### config.mk
export PLATFORM = sky130hd
export DESIGN_NAME = mfb_ctrl
export DESIGN_NICKNAME = d
export VERILOG_FILES = /design/src/hdl/mfb_pkg.sv /design/src/hdl/mfb_ctrl.sv
export SDC_FILE = /design/constraint.sdc
export NUM_CORES = 1
export LEC_CHECK = 0
export BUFFER_PORTS_ARGS = -buffer_cell sky130_fd_sc_hd__buf_2
export CAP_MARGIN = 40
export CELL_PAD_IN_SITES_DETAIL_PLACEMENT = 1
export CELL_PAD_IN_SITES_GLOBAL_PLACEMENT = 1
export CORE_MARGIN = 5
export CORE_UTILIZATION = 25
export CTS_CLUSTER_SIZE = 20
export DETAILED_ROUTE_END_ITERATION = 6
export HOLD_SLACK_MARGIN = 0.12
export PLACE_DENSITY = 0.69
export SETUP_SLACK_MARGIN = 0.3
export SLEW_MARGIN = 20
export SYNTH_ARGS = -nofsm -noshare
export SYNTH_HDL_FRONTEND = slang
export SYNTH_SLANG_ARGS = --single-unit
export TNS_END_PERCENT = 5
### constraint.sdc
create_clock -name clk -period 1.3 [get_ports clk]
set_input_delay 0.065 -clock clk [delete_from_list [all_inputs] [get_ports clk]]
set_output_delay 0.065 -clock clk [all_outputs]
set_load 0.02 [all_outputs]
### src/hdl/mfb_pkg.sv
package mfb_pkg;

    localparam int DEFAULT_PANEL_WIDTH  = 104;
    localparam int DEFAULT_PANEL_HEIGHT = 212;

    localparam logic [7:0] WHITE_BYTE = 8'hFF;
    localparam logic [7:0] BLACK_BYTE = 8'h00;
    localparam logic [7:0] LEFT_PIXEL_MASK = 8'h80;

    typedef enum logic [2:0] {
        MODE_PIXEL      = 3'd0,
        MODE_RECT_WHITE = 3'd1,
        MODE_RECT_BLACK = 3'd2,
        MODE_IMAGE      = 3'd3,
        MODE_RAW        = 3'd4,
        MODE_READ       = 3'd5,
        MODE_CLEAR      = 3'd6
    } mode_t;

    typedef enum logic [2:0] {
        ST_INIT,
        ST_IDLE,
        ST_EXEC,
        ST_MODIFY,
        ST_READ,
        ST_FILL,
        ST_CLEAR,
        ST_DONE
    } state_t;

    // one command word as taken from the input channel
    typedef struct packed {
        logic [2:0] mode;
        logic [7:0] x_pos;
        logic [7:0] y_pos;
        logic [7:0] width_px;
        logic [7:0] height_rows;
        logic       pixel_on;
        logic [7:0] data_byte;
    } item_t;

    // controller to datapath
    typedef struct packed {
        logic load_item;
        logic set_clip;
        logic clr_step;
        logic fill_step;
        logic byte_write;
        logic pix_write;
        logic capture_rd;
        logic out_load;
    } ctrl_t;

    // datapath to controller
    typedef struct packed {
        logic [2:0] mode;
        logic       pix_ok;
        logic       byte_ok;
        logic       fill_empty;
        logic       fill_last;
        logic       clr_last;
        logic       out_free;
    } status_t;

    function automatic logic [7:0] reverse_bits(input logic [7:0] v);
        logic [7:0] r;
        for (int i = 0; i < 8; i++)
        begin
            r[7 - i] = v[i];
        end
        return r;
    endfunction

endpackage

### src/hdl/mfb_ctrl.sv
module mfb_ctrl (
    input  logic              clk,
    input  logic              rst_n,
    input  logic              cmd_valid,
    output logic              cmd_ready,
    input  mfb_pkg::status_t  stat,
    output mfb_pkg::ctrl_t    ctl
);

    mfb_pkg::state_t state_reg;
    mfb_pkg::state_t state_next;

    always_ff @(posedge clk or negedge rst_n)
    begin
        if (!rst_n)
        begin
            state_reg <= mfb_pkg::ST_INIT;
        end
        else
        begin
            state_reg <= state_next;
        end
    end

    always_comb
    begin
        state_next = state_reg;
        ctl        = '0;
        cmd_ready  = 1'b0;
        case (state_reg)
            mfb_pkg::ST_INIT:
            begin
                ctl.clr_step = 1'b1;
                if (stat.clr_last)
                begin
                    state_next = mfb_pkg::ST_IDLE;
                end
            end
            mfb_pkg::ST_IDLE:
            begin
                cmd_ready = 1'b1;
                if (cmd_valid)
                begin
                    ctl.load_item = 1'b1;
                    state_next    = mfb_pkg::ST_EXEC;
                end
            end
            mfb_pkg::ST_EXEC:
            begin
                state_next = mfb_pkg::ST_DONE;
                case (stat.mode)
                    mfb_pkg::MODE_PIXEL:
                    begin
                        if (stat.pix_ok)
                        begin
                            state_next = mfb_pkg::ST_MODIFY;
                        end
                        else
                        begin
                            ctl.set_clip = 1'b1;
                        end
                    end
                    mfb_pkg::MODE_RECT_WHITE,
                    mfb_pkg::MODE_RECT_BLACK:
                    begin
                        if (!stat.fill_empty)
                        begin
                            state_next = mfb_pkg::ST_FILL;
                        end
                    end
                    mfb_pkg::MODE_IMAGE,
                    mfb_pkg::MODE_RAW:
                    begin
                        if (stat.byte_ok)
                        begin
                            ctl.byte_write = 1'b1;
                        end
                        else
                        begin
                            ctl.set_clip = 1'b1;
                        end
                    end
                    mfb_pkg::MODE_READ:
                    begin
                        if (stat.byte_ok)
                        begin
                            state_next = mfb_pkg::ST_READ;
                        end
                        else
                        begin
                            ctl.set_clip = 1'b1;
                        end
                    end
                    mfb_pkg::MODE_CLEAR:
                    begin
                        state_next = mfb_pkg::ST_CLEAR;
                    end
                    default:
                    begin
                        state_next = mfb_pkg::ST_DONE;
                    end
                endcase
            end
            mfb_pkg::ST_MODIFY:
            begin
                ctl.pix_write = 1'b1;
                state_next    = mfb_pkg::ST_DONE;
            end
            mfb_pkg::ST_READ:
            begin
                ctl.capture_rd = 1'b1;
                state_next     = mfb_pkg::ST_DONE;
            end
            mfb_pkg::ST_FILL:
            begin
                ctl.fill_step = 1'b1;
                if (stat.fill_last)
                begin
                    state_next = mfb_pkg::ST_DONE;
                end
            end
            mfb_pkg::ST_CLEAR:
            begin
                ctl.clr_step = 1'b1;
                if (stat.clr_last)
                begin
                    state_next = mfb_pkg::ST_DONE;
                end
            end
            mfb_pkg::ST_DONE:
            begin
                if (stat.out_free)
                begin
                    ctl.out_load = 1'b1;
                    state_next   = mfb_pkg::ST_IDLE;
                end
            end
            default:
            begin
                state_next = mfb_pkg::ST_IDLE;
            end
        endcase
    end

endmodule

---- Word level (Yosys, flattened, before mapping) ----
Index checks and enable logic that the tools add are counted.
cells by class
  reduce and logical (&&, ||, !) cells .... 8
  equality and inequality tests ........... 18
  multiplexer cells ....................... 26
operators by type and width
  operator                                                          number
  3-bit == test (second input constant)                             7
  3-bit one-hot mux with 7 select lines                             1
  3-bit two-way mux                                                 6
  1-bit two-way mux                                                 15
  3-bit by 2-bit == test with 1-bit output (second input constant)  4
  3-bit one-hot mux with 4 select lines                             1
  2-bit inequality test (second input constant)                     5
  2-bit OR reduction                                                4
  3-bit by 1-bit == test with 1-bit output (second input constant)  2
  3-bit logical NOT                                                 2
  5-bit AND reduction                                               1
  2-bit two-way mux                                                 2
  3-bit OR reduction                                                1
  1-bit one-hot mux with 2 select lines                             1
storage, ports and cells
  bits of input ports ..................... 12
  word-level logic and storage cells ...... 53
  output and inout bits ................... 9
  register bits ........................... 3

---- Longest topological paths before layout ----
  depth after elaboration ................. 4
  gate-level depth with buffers ........... 5
  mapped depth without buffers ............ 4

---- Worst setup path after synthesis ----
Ideal clock, no wire load.
  path kind ............................... register to output
  from .................................... register state_reg[0]
  to ...................................... output ctl[7] (netlist bit)
  cell stages (with the launch flop) ...... 5
  data arrival time ....................... 1.458 ns
  setup slack ............................. -0.223 ns
  buffers on the path ..................... 1
  required time ........................... 1.235 ns
  cell sequence ........................... dfrtp_1 clkbuf_2 inv_2 nor3_1 and2_1
RTL lines
  element                   RTL line        RTL
  start: declaration        mfb_ctrl.sv:10  mfb_pkg::state_t state_reg;
  start signal: assignment  mfb_ctrl.sv:17  state_reg <= mfb_pkg::ST_INIT;
  start signal: assignment  mfb_ctrl.sv:21  state_reg <= state_next;
  end: declaration          mfb_ctrl.sv:7   output mfb_pkg::ctrl_t ctl

==> flow_summary.json <==
{
  "status": "finished with violations",
  "violations": "setup timing",
  "io_pins": 21,
  "syn_inst": 53,
  "setup_slack_ps": -11.80,
  "drv_slew": 0,
  "grt_pass1_vias": 532,
  "yosys_register_bits": 3,
  "worstPathArrival_ps": 1250,
  "clkLatencyLatePin_ps": 230,
  "grtUsageTotal_pct": 10.53,
  "crit_required_ps": 1240,
  "rrSetupSlack_ps": 10,
  "relSlewSlack_pct": 84.10,
  "max_freq_mhz": 762.3,
  "drive_gt1_share_pct": 58.54,
  "synth_area_um2": 390.4,
  "path_buf_inv": 2,
  "synthTopCellsByArea": "dfrtp_1 19%, buf_6 5.8%, nand2_1 5.8%, nor2_1 5.8%, nor3b_1 5.8%",
  "fin_nets": 95,
  "first_pass_iters": 4,
  "finalClockSkew_ps": 1.094,
  "portBuffers": 20,
  "whs_path_depth": 4,
  "grt_use_met2_pct": 19.74,
  "ir_worst_vdd_mv": 0.5586,
  "syn_avg_cell_area_um2": 7.366,
  "numCtsBuffers": 3,
  "p_per_area_nw_per_um2": 1723,
  "drt_iter0_drc": 6,
  "overflow": 0,
  "critPathSlowestCell": "dfrtp_2",
  "setup_viol": 1,
  "cts_tree": "yes",
  "ys_seq_area_share_pct": 19.23,
  "wirelength_um": 1295,
  "cap_violations": 0,
  "wire_per_inst_um": 13.21,
  "power_mw": 1.151,
  "dieArea_um2": 2452,
  "clock_sinks": 3,
  "hold_viol_final": 0,
  "reg2reg_to": "state_reg[0]",
  "grt_pass1_wl_um": 2104,
  "hold_path.class": "in2reg",
  "dr_total_vias": 503,
  "ant_nets": 0,
  "fin_crit_sh_pct": 100.9,
  "clockBufferDepth": 2,
  "min_to": "state_reg[2]",
  "critPathMaxFanout": 5,
  "clockRootBuffer": "clkbuf_4",
  "gp_congestion": 0.7791,
  "dp_hpwl_um": 963.5,
  "drcViolationCount": 0,
  "hold-worst-slack_ps": 152.9,
  "synth_top_area_share_pct": 19.23,
  "rows": 14,
  "largest_reg_flops": 3,
  "crit_chain": "buf_6 -> nor4b_2 -> buf_4",
  "initial_core_util_pct": 26.22,
  "ys_warn_count": 0,
  "antenna_found_initial": 0,
  "p_leak_nw": 0.2997,
  "die_w_um": 49.52,
  "area_growth_pct": 71.15,
  "grt_use_met1_pct": 11.90,
  "n_antenna_cell": 0,
  "syn_nets": 65,
  "met3_usage_pct": 1.205,
  "rsz0062_at_grt": "yes",
  "path_clk_slew_ps": 40,
  "reg2regPathDepth": 3,
  "yosys.area.top_type": "dfrtp_1",
  "busiest_layer": "met2",
  "crit_family": "flip-flops",
  "placed_area_um2": 550.5,
  "grt_max_degree": 10,
  "chipHeight_um": 49.52,
  "fin_area_um2": 668.1,
  "r2r_start": "state_reg[0]",
  "critPathKind": "reg2out",
  "slowest_delay_ps": 430,
  "place_ws_ps": 35.87,
  "coreArea_um2": 1489,
  "finalCriticalPeriod_ps": 1312,
  "viasPerCell": 5.133,
  "crit_path_end_kind": "output port",
  "hold_path.startpoint": "stat[0]",
  "htree_levels": 1,
  "cp-start-kind": "flop",
  "synth.distinct_cells": 29,
  "worstMarginPinSlew_ps": 236.9
}
[tightest hold or removal path, cell delays in order]
cell,delay [ps]
buf_2,90
nand3_1,70
nand2_1,60
o21ai_1,60
[cell usage in the layout, fill, tap and decap left out, types with 3 or more instances in the layout]
cell type	instances
buf_2	14
buf_4	11
nand2_1	6
buf_6	5
nor2_1	4
o21ai_1	3
clkbuf_4	3
[logic make-up (layout without fill, tap and decap cells)]
| family | count (synthesis) | count (layout) | share of synthesized area [%] |
|---|---|---|---|
| buffers and inverters | 7 | 36 | 11.54 |
| DFF | 3 | 3 | 19.23 |
| AOI/OAI and AO/OA | 11 | 11 | 19.55 |
| and+or+nand+nor | 28 | 28 | 39.43 |
| muxes | 3 | 3 | 8.013 |
| xor gates and xnor gates | 1 | 1 | 2.244 |
[stage by stage]
stage	TNS [ps]	cells	util (%)
2_1_floorplan	0	53	-
3_3_place_gp	0	90	36.97
3_5_place_dp	0	90	36.97
4_1_cts	-43.85	97	43.03
5_1_grt	-269.3	98	44.87
6_report	-11.80	98	44.87
[final cells by class]
type,count,area [µm²]
well taps,16,20.02
fillers,197,820.8
repair buffers,31,219.0
multi-input cells,43,321.6
flip-flops and latches,3,77.57
clock buffers,4,26.28
inverters,1,3.754
[repair_timing]
action,in CTS,in global routing
cloned,0,1
hold endpoints to repair,3,0
resized for setup,12,8
pin swaps,9,6
endpoints found under the setup margin,12,12
hold buffers,1,0
buffers inserted,2,0
[where the power goes]
group	total, mW	switching (mW)	internal (mW)
registers	0.183	0.0487	0.134
clock network	0.159	0.0440	0.115
logic	0.810	0.401	0.409
[routing by layer]
metal  vias up  share of wire [%]
met5         -                  0
met2        11                 52
met4         0                  0
met1       241                 45
li1        251                  -
met3         0                3.4
[cell usage after synthesis]
cell	instances
clkbuf_2	1
mux2i_1	2
xnor2_1	1
clkbuf_1	1
a41oi_1	1
o2bb2ai_1	1
nand3_1	2
nand2_1	6
o22a_1	1
o21ai_1	3
o221a_2	1
dfrtp_1	3
nor2_1	6
and2_1	1
nand4b_1	1
nor3b_1	3
or3_1	2
nor3_1	2
a21oi_1	3
nand2b_1	1
or2_2	1
buf_6	2
buf_2	2
inv_2	1
nand4bb_1	1
a311oi_1	1
mux2_1	1
or2_1	1
nor4b_1	1
[worst max path at each step]
stage	startpoint	end	slack, ps	cells after the start
3_3_place_gp	state_reg[0]	state_reg[0]	70	3
4_1_cts	state_reg[0]	ctl[3]	-40	3
6_report	state_reg[0]	ctl[3]	-10	3
2_1_floorplan	state_reg[2]	state_reg[0]	80	4
3_5_place_dp	state_reg[0]	state_reg[0]	40	3
5_1_grt	state_reg[1]	state_reg[1]	-70	6
No activity file was read; power rests on OpenSTA's default activity.
